**src/rtl/tst_pkg.sv**
```systemverilog
`timescale 1ns / 1ps
// Shared constants, codes and types of the timeout slot table.
package tst_pkg;

	localparam int SLOTS = 8;
	localparam int IDX_W = (SLOTS > 1) ? $clog2(SLOTS) : 1;
	localparam int CNT_W = $clog2(SLOTS + 1);
	localparam int PADDR_W = 3;

	localparam logic [1:0] KIND_TICK  = 2'd0;
	localparam logic [1:0] KIND_ADD   = 2'd1;
	localparam logic [1:0] KIND_CLEAR = 2'd2;

	localparam logic [1:0] STAT_OK        = 2'd0;
	localparam logic [1:0] STAT_SHORT     = 2'd1;
	localparam logic [1:0] STAT_FULL      = 2'd2;
	localparam logic [1:0] STAT_NOT_FOUND = 2'd3;

	localparam logic       REG_TICK_PERIOD    = 1'b0;
	localparam logic [9:0] TICK_PERIOD_RESET  = 10'd100;

	typedef struct packed {
		logic [7:0]  handle;
		logic [15:0] timeout_len;
		logic [16:0] elapsed;
	} slot_entry_t;

	typedef struct packed {
		logic              en;
		logic [IDX_W-1:0]  addr;
		slot_entry_t       entry;
	} slot_wr_t;

	typedef struct packed {
		logic              en;
		logic [IDX_W-1:0]  addr;
	} slot_rd_t;

	typedef struct packed {
		logic       fired;
		logic [7:0] fired_handle;
		logic [1:0] status;
		logic [3:0] live_total;
		logic       running;
		logic       last;
	} result_t;

endpackage

```
**src/rtl/tst_in_if.sv**
```systemverilog
`timescale 1ns / 1ps
// Input channel carrying one command beat of the timeout slot table.
interface tst_in_if;
	logic        valid;
	logic        ready;
	logic [1:0]  kind;
	logic [7:0]  handle;
	logic [15:0] timeout_len;

	modport source (output valid, kind, handle, timeout_len, input ready);
	modport sink (input valid, kind, handle, timeout_len, output ready);
endinterface

```
**src/rtl/tst_out_if.sv**
```systemverilog
`timescale 1ns / 1ps
// Output channel carrying one result beat of the timeout slot table.
interface tst_out_if;
	logic       valid;
	logic       ready;
	logic       fired;
	logic [7:0] fired_handle;
	logic [1:0] status;
	logic [3:0] live_total;
	logic       running;
	logic       last;

	modport source (output valid, fired, fired_handle, status, live_total, running, last,
		input ready);
	modport sink (input valid, fired, fired_handle, status, live_total, running, last,
		output ready);
endinterface

```
**src/rtl/tst_slot_mem.sv**
```systemverilog
`timescale 1ns / 1ps
// Slot memory holding handle, timeout and elapsed time, with registered read data.
module tst_slot_mem
	import tst_pkg::*;
(
	input  logic        clk,
	input  slot_wr_t    wr,
	input  slot_rd_t    rd,
	output slot_entry_t rd_data
);

	slot_entry_t mem [SLOTS];
	slot_entry_t rd_data_q;

	always_ff @(posedge clk) begin
		if (wr.en) begin
			mem[wr.addr] <= wr.entry;
		end
	end

	always_ff @(posedge clk) begin
		if (rd.en) begin
			rd_data_q <= mem[rd.addr];
		end
	end

	assign rd_data = rd_data_q;

endmodule

```
**src/rtl/timeout_slot_table_top.sv**
```systemverilog
`timescale 1ns / 1ps
// Top level of the timeout slot table: sequencer, valid bits, counters and APB register.
//
// Commands arrive as beats on in_ch: a tick, an add (handle and timeout) or a clear
// (handle). Results leave as beats on out_ch; the final beat of each command has last
// set. A tick gives one fired beat per expiring slot before its final beat.
// An add, or an unused kind, is decided at once: its result beat is registered from the
// final state, which waits while the output register cannot take it, and in_ch then takes
// the next command. A tick or a clear walks the slot memory one slot per cycle while no
// fired beat is held back: each slot is read and then checked, and a tick writes every
// live slot back with its elapsed time advanced. After the walk its final beat is
// registered from the final state in the same way.
// Results pass through one output register, so the block takes the next command while
// a final beat still waits. When the receiver stalls, a pending fired beat holds the
// walk in place and a final beat holds the sequencer until the register frees.
// The tick_period register sits at byte address 0 of the APB port, written in the
// access cycle; its reset value is 100.
// Reset clears all valid bits and the occupancy count at once; no clearing pass runs.
module timeout_slot_table_top
	import tst_pkg::*;
(
	input  logic               clk,
	input  logic               arst_n,
	tst_in_if.sink             in_ch,
	tst_out_if.source          out_ch,
	input  logic               psel,
	input  logic               penable,
	input  logic               pwrite,
	input  logic [PADDR_W-1:0] paddr,
	input  logic [31:0]        pwdata,
	output logic [31:0]        prdata,
	output logic               pready
);

	typedef enum logic [1:0] {
		S_IDLE,
		S_SCAN,
		S_FINAL
	} state_t;

	state_t            state_q;
	logic [1:0]        op_q;
	logic [7:0]        handle_q;
	logic [1:0]        stat_q;
	logic              found_q;
	logic [CNT_W-1:0]  issue_q;
	logic              v_s1;
	logic [IDX_W-1:0]  idx_s1;
	logic [SLOTS-1:0]  valid_q;
	logic [CNT_W-1:0]  count_q;
	logic [9:0]        tick_period_q;
	result_t           out_q;
	logic              out_valid_q;

	slot_entry_t       rd_data;
	slot_wr_t          wr;
	slot_rd_t          rd;

	logic [IDX_W-1:0]  free_idx;
	logic [16:0]       sum;
	logic              slot_live;
	logic              fire;
	logic              hit;
	logic              out_free;
	logic              out_load;
	logic              stall;
	logic              in_acc;
	logic              add_short;
	logic              add_full;
	logic              add_ok;
	logic [CNT_W-1:0]  cnt_dec;
	logic [1:0]        stat_final;

	tst_slot_mem u_mem (
		.clk     (clk),
		.wr      (wr),
		.rd      (rd),
		.rd_data (rd_data)
	);

	always_comb begin
		free_idx = '0;
		for (int i = SLOTS - 1; i >= 0; i--) begin
			if (!valid_q[i]) begin
				free_idx = IDX_W'(i);
			end
		end
	end

	assign sum       = rd_data.elapsed + 17'(tick_period_q);
	assign slot_live = valid_q[idx_s1];
	assign fire      = v_s1 && (op_q == KIND_TICK) && slot_live
		&& (sum >= {1'b0, rd_data.timeout_len});
	assign hit       = v_s1 && (op_q == KIND_CLEAR) && slot_live && !found_q
		&& (rd_data.handle == handle_q);
	assign out_free  = !out_valid_q || out_ch.ready;
	assign stall     = fire && !out_free;
	assign out_load  = (fire && !stall) || ((state_q == S_FINAL) && out_free);
	assign in_acc    = in_ch.valid && in_ch.ready;
	assign add_short = in_ch.timeout_len < {6'b0, tick_period_q};
	assign add_full  = count_q >= CNT_W'(SLOTS);
	assign add_ok    = !add_short && !add_full;
	assign cnt_dec   = count_q - CNT_W'(1);
	assign stat_final = (op_q == KIND_CLEAR) ? (found_q ? STAT_OK : STAT_NOT_FOUND) : stat_q;

	assign in_ch.ready = (state_q == S_IDLE);

	always_comb begin
		wr = '0;
		if ((state_q == S_SCAN) && v_s1 && (op_q == KIND_TICK) && slot_live && !stall) begin
			wr.en                 = 1'b1;
			wr.addr               = idx_s1;
			wr.entry.handle       = rd_data.handle;
			wr.entry.timeout_len  = rd_data.timeout_len;
			wr.entry.elapsed      = sum;
		end else if (in_acc && (in_ch.kind == KIND_ADD) && add_ok) begin
			wr.en                 = 1'b1;
			wr.addr               = free_idx;
			wr.entry.handle       = in_ch.handle;
			wr.entry.timeout_len  = in_ch.timeout_len;
			wr.entry.elapsed      = '0;
		end
	end

	assign rd.en   = (state_q == S_SCAN) && !stall && (issue_q < CNT_W'(SLOTS));
	assign rd.addr = issue_q[IDX_W-1:0];

	always_ff @(posedge clk or negedge arst_n) begin
		if (!arst_n) begin
			state_q       <= S_IDLE;
			op_q          <= KIND_TICK;
			handle_q      <= '0;
			stat_q        <= STAT_OK;
			found_q       <= 1'b0;
			issue_q       <= '0;
			v_s1          <= 1'b0;
			idx_s1        <= '0;
			valid_q       <= '0;
			count_q       <= '0;
			tick_period_q <= TICK_PERIOD_RESET;
			out_q         <= '0;
			out_valid_q   <= 1'b0;
		end else begin
			if (out_load) begin
				out_valid_q <= 1'b1;
			end else if (out_ch.ready) begin
				out_valid_q <= 1'b0;
			end
			if (psel && penable && pwrite && pready && (paddr[2] == REG_TICK_PERIOD)) begin
				tick_period_q <= pwdata[9:0];
			end
			case (state_q)
				S_IDLE: begin
					if (in_acc) begin
						op_q     <= in_ch.kind;
						handle_q <= in_ch.handle;
						found_q  <= 1'b0;
						issue_q  <= '0;
						v_s1     <= 1'b0;
						stat_q   <= STAT_OK;
						case (in_ch.kind)
							KIND_TICK, KIND_CLEAR: begin
								state_q <= S_SCAN;
							end
							KIND_ADD: begin
								if (add_short) begin
									stat_q <= STAT_SHORT;
								end else if (add_full) begin
									stat_q <= STAT_FULL;
								end else begin
									valid_q[free_idx] <= 1'b1;
									count_q           <= count_q + CNT_W'(1);
								end
								state_q <= S_FINAL;
							end
							default: begin
								state_q <= S_FINAL;
							end
						endcase
					end
				end
				S_SCAN: begin
					if (!stall) begin
						if (fire) begin
							valid_q[idx_s1]    <= 1'b0;
							count_q            <= cnt_dec;
							out_q.fired        <= 1'b1;
							out_q.fired_handle <= rd_data.handle;
							out_q.status       <= STAT_OK;
							out_q.live_total   <= 4'(cnt_dec);
							out_q.running      <= (cnt_dec != '0);
							out_q.last         <= 1'b0;
						end
						if (hit) begin
							valid_q[idx_s1] <= 1'b0;
							count_q         <= cnt_dec;
							found_q         <= 1'b1;
						end
						if (rd.en) begin
							v_s1    <= 1'b1;
							idx_s1  <= rd.addr;
							issue_q <= issue_q + CNT_W'(1);
						end else begin
							v_s1    <= 1'b0;
							state_q <= S_FINAL;
						end
					end
				end
				S_FINAL: begin
					if (out_free) begin
						out_q.fired        <= 1'b0;
						out_q.fired_handle <= '0;
						out_q.status       <= stat_final;
						out_q.live_total   <= 4'(count_q);
						out_q.running      <= (count_q != '0);
						out_q.last         <= 1'b1;
						state_q            <= S_IDLE;
					end
				end
				default: begin
					state_q <= S_IDLE;
				end
			endcase
		end
	end

	assign out_ch.valid        = out_valid_q;
	assign out_ch.fired        = out_q.fired;
	assign out_ch.fired_handle = out_q.fired_handle;
	assign out_ch.status       = out_q.status;
	assign out_ch.live_total   = out_q.live_total;
	assign out_ch.running      = out_q.running;
	assign out_ch.last         = out_q.last;

	assign pready = 1'b1;
	assign prdata = (paddr[2] == REG_TICK_PERIOD) ? {22'b0, tick_period_q} : '0;

	a_count_matches_valid: assert property (@(posedge clk) disable iff (!arst_n)
		count_q == CNT_W'($countones(valid_q)))
		else $error("Occupancy count disagrees with the valid bits.");

	a_pipe_only_in_scan: assert property (@(posedge clk) disable iff (!arst_n)
		v_s1 |-> (state_q == S_SCAN))
		else $error("Slot read stage is busy outside a walk.");

	a_fired_beat_form: assert property (@(posedge clk) disable iff (!arst_n)
		(out_valid_q && out_q.fired) |-> ((out_q.status == STAT_OK) && !out_q.last))
		else $error("A fired beat carries a status or the last flag.");

	a_final_beat_sent: assert property (@(posedge clk) disable iff (!arst_n)
		((state_q == S_FINAL) && out_free) |=> (out_valid_q && out_q.last))
		else $error("The final beat was not placed in the output register.");

	a_add_counts: assert property (@(posedge clk) disable iff (!arst_n)
		(in_acc && (in_ch.kind == KIND_ADD) && add_ok) |=>
		(count_q == $past(count_q) + CNT_W'(1)))
		else $error("An accepted add did not raise the occupancy count.");

endmodule

```
**src/flat_wrapper.sv**
```systemverilog
// flat-port wrapper written by rule: the top's interface ports become plain ports
module timeout_slot_table_top_flat import tst_pkg::*;
  (clk, arst_n, psel, penable, pwrite, paddr, pwdata, prdata, pready, in_ch_valid, in_ch_kind, in_ch_handle, in_ch_timeout_len, in_ch_ready, out_ch_valid, out_ch_fired, out_ch_fired_handle, out_ch_status, out_ch_live_total, out_ch_running, out_ch_last, out_ch_ready);
  tst_in_if in_ch_i ();
  tst_out_if out_ch_i ();
  input  logic clk;
  input  logic arst_n;
  input  logic psel;
  input  logic penable;
  input  logic pwrite;
  input  logic [PADDR_W-1:0] paddr;
  input  logic [31:0] pwdata;
  output logic [31:0] prdata;
  output logic pready;
  input wire logic [$bits(in_ch_i.valid)-1:0] in_ch_valid;
  input wire logic [$bits(in_ch_i.kind)-1:0] in_ch_kind;
  input wire logic [$bits(in_ch_i.handle)-1:0] in_ch_handle;
  input wire logic [$bits(in_ch_i.timeout_len)-1:0] in_ch_timeout_len;
  output wire logic [$bits(in_ch_i.ready)-1:0] in_ch_ready;
  output wire logic [$bits(out_ch_i.valid)-1:0] out_ch_valid;
  output wire logic [$bits(out_ch_i.fired)-1:0] out_ch_fired;
  output wire logic [$bits(out_ch_i.fired_handle)-1:0] out_ch_fired_handle;
  output wire logic [$bits(out_ch_i.status)-1:0] out_ch_status;
  output wire logic [$bits(out_ch_i.live_total)-1:0] out_ch_live_total;
  output wire logic [$bits(out_ch_i.running)-1:0] out_ch_running;
  output wire logic [$bits(out_ch_i.last)-1:0] out_ch_last;
  input wire logic [$bits(out_ch_i.ready)-1:0] out_ch_ready;
  assign in_ch_i.valid = in_ch_valid;
  assign in_ch_i.kind = in_ch_kind;
  assign in_ch_i.handle = in_ch_handle;
  assign in_ch_i.timeout_len = in_ch_timeout_len;
  assign in_ch_ready = in_ch_i.ready;
  assign out_ch_valid = out_ch_i.valid;
  assign out_ch_fired = out_ch_i.fired;
  assign out_ch_fired_handle = out_ch_i.fired_handle;
  assign out_ch_status = out_ch_i.status;
  assign out_ch_live_total = out_ch_i.live_total;
  assign out_ch_running = out_ch_i.running;
  assign out_ch_last = out_ch_i.last;
  assign out_ch_i.ready = out_ch_ready;
  timeout_slot_table_top u_core (.clk(clk), .arst_n(arst_n), .in_ch(in_ch_i), .out_ch(out_ch_i), .psel(psel), .penable(penable), .pwrite(pwrite), .paddr(paddr), .pwdata(pwdata), .prdata(prdata), .pready(pready));
endmodule
```
**config.mk**
```make
export PLATFORM = sky130hd
export DESIGN_NAME = timeout_slot_table_top_flat
export DESIGN_NICKNAME = d
export VERILOG_FILES = /design/src/rtl/tst_pkg.sv /design/src/rtl/tst_in_if.sv /design/src/rtl/tst_out_if.sv /design/src/rtl/tst_slot_mem.sv /design/src/rtl/timeout_slot_table_top.sv /design/src/flat_wrapper.sv
export SDC_FILE = /design/constraint.sdc
export NUM_CORES = 1
export LEC_CHECK = 0
export BUFFER_PORTS_ARGS = -buffer_cell sky130_fd_sc_hd__buf_2
export CORE_ASPECT_RATIO = 1.5
export CORE_UTILIZATION = 53
export CTS_BUF_LIST = sky130_fd_sc_hd__clkbuf_16
export DETAILED_ROUTE_END_ITERATION = 12
export PLACE_DENSITY = 0.71
export SLEW_MARGIN = 15
export SYNTH_ARGS = -nofsm -noshare
export SYNTH_HDL_FRONTEND = slang
export SYNTH_HIERARCHICAL = 1
export SYNTH_SLANG_ARGS = --single-unit
```
**constraint.sdc**
```tcl
create_clock -name clk -period 10.5 [get_ports clk]
set_input_delay 1.05 -clock clk [delete_from_list [all_inputs] [get_ports clk]]
set_output_delay 1.05 -clock clk [all_outputs]
set_load 0.02 [all_outputs]
```
* After elaboration in Yosys (flattened, before gate mapping)
Memories as Yosys holds them, arrays and structs flattened. A register that Yosys moved wholly into a read port is not among the register bits.
Cells that the tools add are included.
** Storage, ports and cells
- Memories :: 1
- Register bits :: 63
- Bits in writable memories :: 328
- Word-level logic and storage cells :: 170
- Output and inout port bits :: 52
- ROM bits :: 0
- Input port bits :: 68
- Latch bits :: 0
** Operators by class
- Bitwise gates (word level) :: 6
- Reductions and logical operators :: 51
- Shift operators :: 0
- Divide/modulo/power cells :: 0
- $lt $le $gt $ge :: 8
- Multiplexer cells :: 65
- Eq/ne operators :: 17
- Add/subtract/negate cells :: 4
- Multipliers :: 0
** Memories
- u_core.u_mem.mem :: words 8, bits a word 41, read ports 1, clocked after memory_dff 1, wr ports 1, line tst_slot_mem.sv:12 : slot_entry_t mem [SLOTS];
** Operators by type and width (number)
- 45-bit two-way mux :: 2
- 8-bit two-way mux :: 9
- 17-bit two-way mux :: 3
- 4-bit two-way mux :: 10
- 17-bit one-hot mux with 2 select lines :: 1
- 1-bit logical AND :: 25
- 3-bit two-way mux :: 8
- 2-bit two-way mux :: 10
- 17-bit by 10-bit adder with 17-bit output :: 1
- 17-bit by 16-bit greater-or-equal comparator with 1-bit output :: 1
- 8-bit bitwise AND :: 2
- 16-bit by 10-bit less-than comparator with 1-bit output :: 1
- 4-bit one-hot mux with 2 select lines :: 2
- 8-bit one-hot mux with 2 select lines :: 1
- 4-bit AND reduction :: 4
- 1-bit two-way mux :: 12
- 2-bit inequality test (second input constant) :: 6
- 10-bit two-way mux :: 1
- 4-bit by 1-bit adder with 4-bit output (second input constant) :: 2
- 8-bit == test :: 1
- 3-bit by 4-bit less-than comparator with 1-bit output (second input constant) :: 2
- 2-bit by 1-bit inequality test with 1-bit output (second input constant) :: 4
- 8-bit inverter :: 1
- 8-bit OR :: 1
- other kinds (22) :: 41

* Depth between registers and ports, before layout
- Word-level depth :: 18
- Gate-level depth with buffers :: 21
- Depth with buffers taken out :: 20

* Modules after synthesis
Netlist, hierarchy kept.
** Modules (own cells, without submodules)
- tst_slot_mem :: cells an instance 528, instances 1, area each 13903.3 um^2, seq. area each 11080.6 um^2
- timeout_slot_table_top :: cells an instance 554, instances 1, area each 4902.2 um^2, seq. area each 1580.3 um^2

* Worst setup path before layout
No wires, ideal clock.
- Kind :: reg-to-reg
- From :: register u_core.tick_period_q[0]
- To :: memory u_core/u_mem/mem[4][0] (netlist name), enable pin
- Buffers on the path :: 1
- Arrival :: 6825 ps
- Period minus slack after synthesis :: 7315 ps
- Setup time :: 490 ps
- Data required time :: 10010 ps
- Setup slack :: 3185 ps
- Cell stages (with the launch flop) :: 22
- Path through :: dfrtp_1 ha_1 fa_1 a211oi_1 nor2_1 o21ai_0 o21bai_1 a21o_1 nand3_1 xnor2_1 ha_1 a21oi_1 o21ai_0 o2111ai_1 a31oi_1 nor4b_4 or2_2 o21ai_0 buf_2 o22ai_1 nand2_1 nor3_1
** RTL lines
- start: declaration :: line timeout_slot_table_top.sv:51 : logic [9:0] tick_period_q;
- start signal: assignment :: line timeout_slot_table_top.sv:150 : tick_period_q <= pwdata[9:0];
- end: declaration :: line tst_slot_mem.sv:12

==> qor.txt <==
startpoint types = register
GRT overflow = 0
register-to-register setup slack = 3.07 ns
final setup violation count = 0
EDFF count, synth = 369
Iter 0 DRT Violations = 778
Adder-Cell Fraction of Synth Area = 0.0270
TritonCTS clock tree = yes
asr flop ratio synth = 0.146
Hold Violations, Final = 0
Final Cycle Share = 0.707
Worst Path Max Fanout = 28
IO Port Bufs = 72
Unique masters post-synth = 71
clock slew at reported path FFs = 0.06 ns
Post-DP Area = 19600 sq um
clk_skew = 0.0133 ns
hold_buf cts = 0
core area = 35000 sq um
GR met3 Demand/Resource = 0.0326
post-place setup slack = 3.22 ns
main combinational cell family by area after synthesis = multiplexers
FF+latch count, synth = 432
post-synthesis simple-gate area fraction = 0.0494
Rows = 84
Clock Latency Late Sink = 0.53 ns
CTS Buf Count = 40
Total Die Area = 36300 sq um
most frequent cells in the layout = edfxtp_1 (369), mux4_1 (80), buf_2 (72), mux2_2 (65), nand2_1 (59)
Final #Nets = 1280
number of global-route vias before repair = 10056
Final Util = 0.599
fill cell count = 2601
Root Buffer Master = clkbuf_16
Wirelength per Cell = 23.6 microns
xor/xnor share of the synthesized area = 0.0126
post_cts resized = 0
Power Density = 265 nW/um^2
Critical Path Max Stage Delay = 0.97 ns
achievable frequency = 135 MHz
Required @ worst endpoint = 10.70 ns
GR peak layer = met2
crit end category = register
Area Growth Syn to Fin = 11.6%
CP cell instances = ha_1, fa_1, a211oi_1, nor2_1, o21ai_0, o21bai_1, a21o_1, nand3_1, xnor2_1, ha_1, a21oi_1, o21ai_0, o2111ai_1, a31oi_1, nor4b_4, nor2_2, a211oi_4, buf_4, or2_2, nand2_1, nor2_4, buf_4
Tot GR Track Use = 0.225
setup bufs post-CTS = 0
Post-Syn Area per Cell = 17.4 sq um
slew margin rel. = 0.218
first-pass GRT wire length = 59.4 mm
RSZ-0062 raised after global routing = no
total power = 5.56 mW
H-tree Lvls = 2
CP max stage cell = nor2_4
chip width = 156 microns
maximum buffer depth of the clock tree = 3
Max rail drop VDD = 172 uV
max-slew violations = 0
min-delay worst type = reg2reg
crit path kind = reg2reg
Final HPWL DP = 22.8 mm
largest net degree at the start of global routing = 87
commonest non-fill, non-tap cell in the layout = edfxtp_1
Synth Cell Area = 18800 sq um
register area share after synthesis = 0.673
ANT nets after route = 0
via density per instance = 5.96
met2 global-route usage = 0.390
GR Util met1 = 0.297
IO Pins = 120
Final WS setup = 3.07 ns
Post-synth top flop = edfxtp_1
initial antenna violation count = 1
final instance area = 21000 sq um
routability cong. = 0.848
multiplexer area fraction after synthesis = 0.157
Clock Sinks = 432
share of cells above drive strength 1 = 0.215
DR vias = 9972
Die Y-Extent = 233 microns
maxcap violations = 0
warnings from Yosys = 6
drt pass-1 iters = 5
cell count after synthesis = 1082
Fin Setup TNS = 0 ns
worst slew pin tran = 1.17 ns
ANT cells = 0
Tmin final = 7.43 ns
CP arrival = 7.63 ns
DRC viols = 0
Pleak = 7.61 nW
final wirelength = 39.5 mm
outcome = finished, final reports clean
complex-gate fraction of the synthesized area = 0.0500
initial core utilization = 0.537
-- cell families (layout without fill, tap and decap cells) --
| family | count (synthesis) | after routing |
|---|---|---|
| mux | 154 | 154 |
| fa+ha+maj | 40 | 40 |
| other cells | 2 | 23 |
| xor+xnor | 27 | 27 |
| buf+inv | 106 | 204 |
| simple gates | 182 | 182 |
| flops | 432 | 432 |
| compound gates | 139 | 139 |
-- flip-flops by register name, indices dropped and copies added (netlist names), 3 cells and up --
signal / cells
u_core/u_mem/mem: 328
u_core/u_mem/rd_data: 41
u_core/tick_period_q: 10
u_core/handle_q: 8
u_core/out_ch.fired_handle: 8
u_core/valid_q: 8
u_core/count_q: 4
u_core/issue_q: 4
u_core/out_ch.live_total: 4
u_core/idx_s1: 3
-- worst max-delay path, delay by kind of cell (launching register included) --
| kind | cells | cell delay, ns |
|---|---|---|
| AOI/OAI and AO/OA | 9 | 2.32 |
| xor gates and xnor gates | 1 | 0.14 |
| and+or+nand+nor | 7 | 2.39 |
| buffers and inverters | 2 | 0.82 |
| adders and majority gates | 3 | 0.96 |
| DFF | 1 | 0.43 |
-- layout make-up --
class	count	area, sq um	share of cell area
Sequential cell	432	12700	0.604
Multi-Input combinational cell	565	5710	0.272
Clock buffer	41	1030	0.0489
Tap cell	473	592	0.0282
Timing Repair Buffer	91	541	0.0258
Clock inverter	30	285	0.0136
Inverter	42	158	0.00751
-- final timing paths --
check | startpoint | endpoint | depth (start not counted)
max in group asynchronous | arst_n | u_core/issue_q[2] | 2
min in group asynchronous | arst_n | u_core/out_ch.fired_handle[6] | 2
max | u_core/tick_period_q[0] | u_core/u_mem/mem[7][39] | 22
min | u_core/out_ch.status[0] | u_core/out_ch.status[0] | 1
max reg2reg | u_core/tick_period_q[0] | u_core/u_mem/mem[7][39] | 22
min reg2reg | u_core/out_ch.status[0] | u_core/out_ch.status[0] | 1
-- synthesized netlist by cell type, types with 5 or more instances --
cell type  instances  area (sq um)
a21o_1             7          52.6
a21oi_1           27           135
a22o_1            12           105
a22o_2             7          70.1
a31oi_1            5          31.3
and2_1            16           100
and3_1             6          37.5
buf_1              9          33.8
buf_4             23           173
buf_6             11           124
clkbuf_1          16          60.1
dfrtp_1           60          1500
edfxtp_1         369         11100
ha_1              39           488
inv_1             42           158
mux2_2            65           732
mux2i_1            7          70.1
mux4_1            80          2100
nand2_1           59           221
nand2b_1           7          43.8
nand3_1           14          70.1
nor2_1            36           135
nor3_1            14          70.1
o21ai_0           43           215
xnor2_1           18           158
xor2_1             9          78.8
-- report_power, final --
| group | total, mW | switching (mW) | internal (mW) |
|---|---|---|---|
| logic | 1.70 | 0.950 | 0.746 |
| registers | 2.41 | 0.198 | 2.21 |
| clock network | 1.45 | 0.616 | 0.837 |
| total | 5.56 | 1.76 | 3.79 |
-- layer usage --
| metal | vias up | share of wire |
|---|---|---|
| li1 | 4439 | - |
| met1 | 5114 | 0.42 |
| met2 | 362 | 0.51 |
| met3 | 57 | 0.054 |
| met4 | 0 | 0.019 |
| met5 | - | 0 |
-- metrics by stage --
| stage | hold slack, ns | std cells |
|---|---|---|
| after floorplan | 0.442 | 1103 |
| after global routing | 0.499 | 1674 |
| after detailed placement | 0.466 | 1600 |
| final | 0.476 | 1674 |
| after global placement | 0.459 | 1600 |
| after CTS | 0.481 | 1671 |
Note: power is estimated with default switching activity, not from simulation.
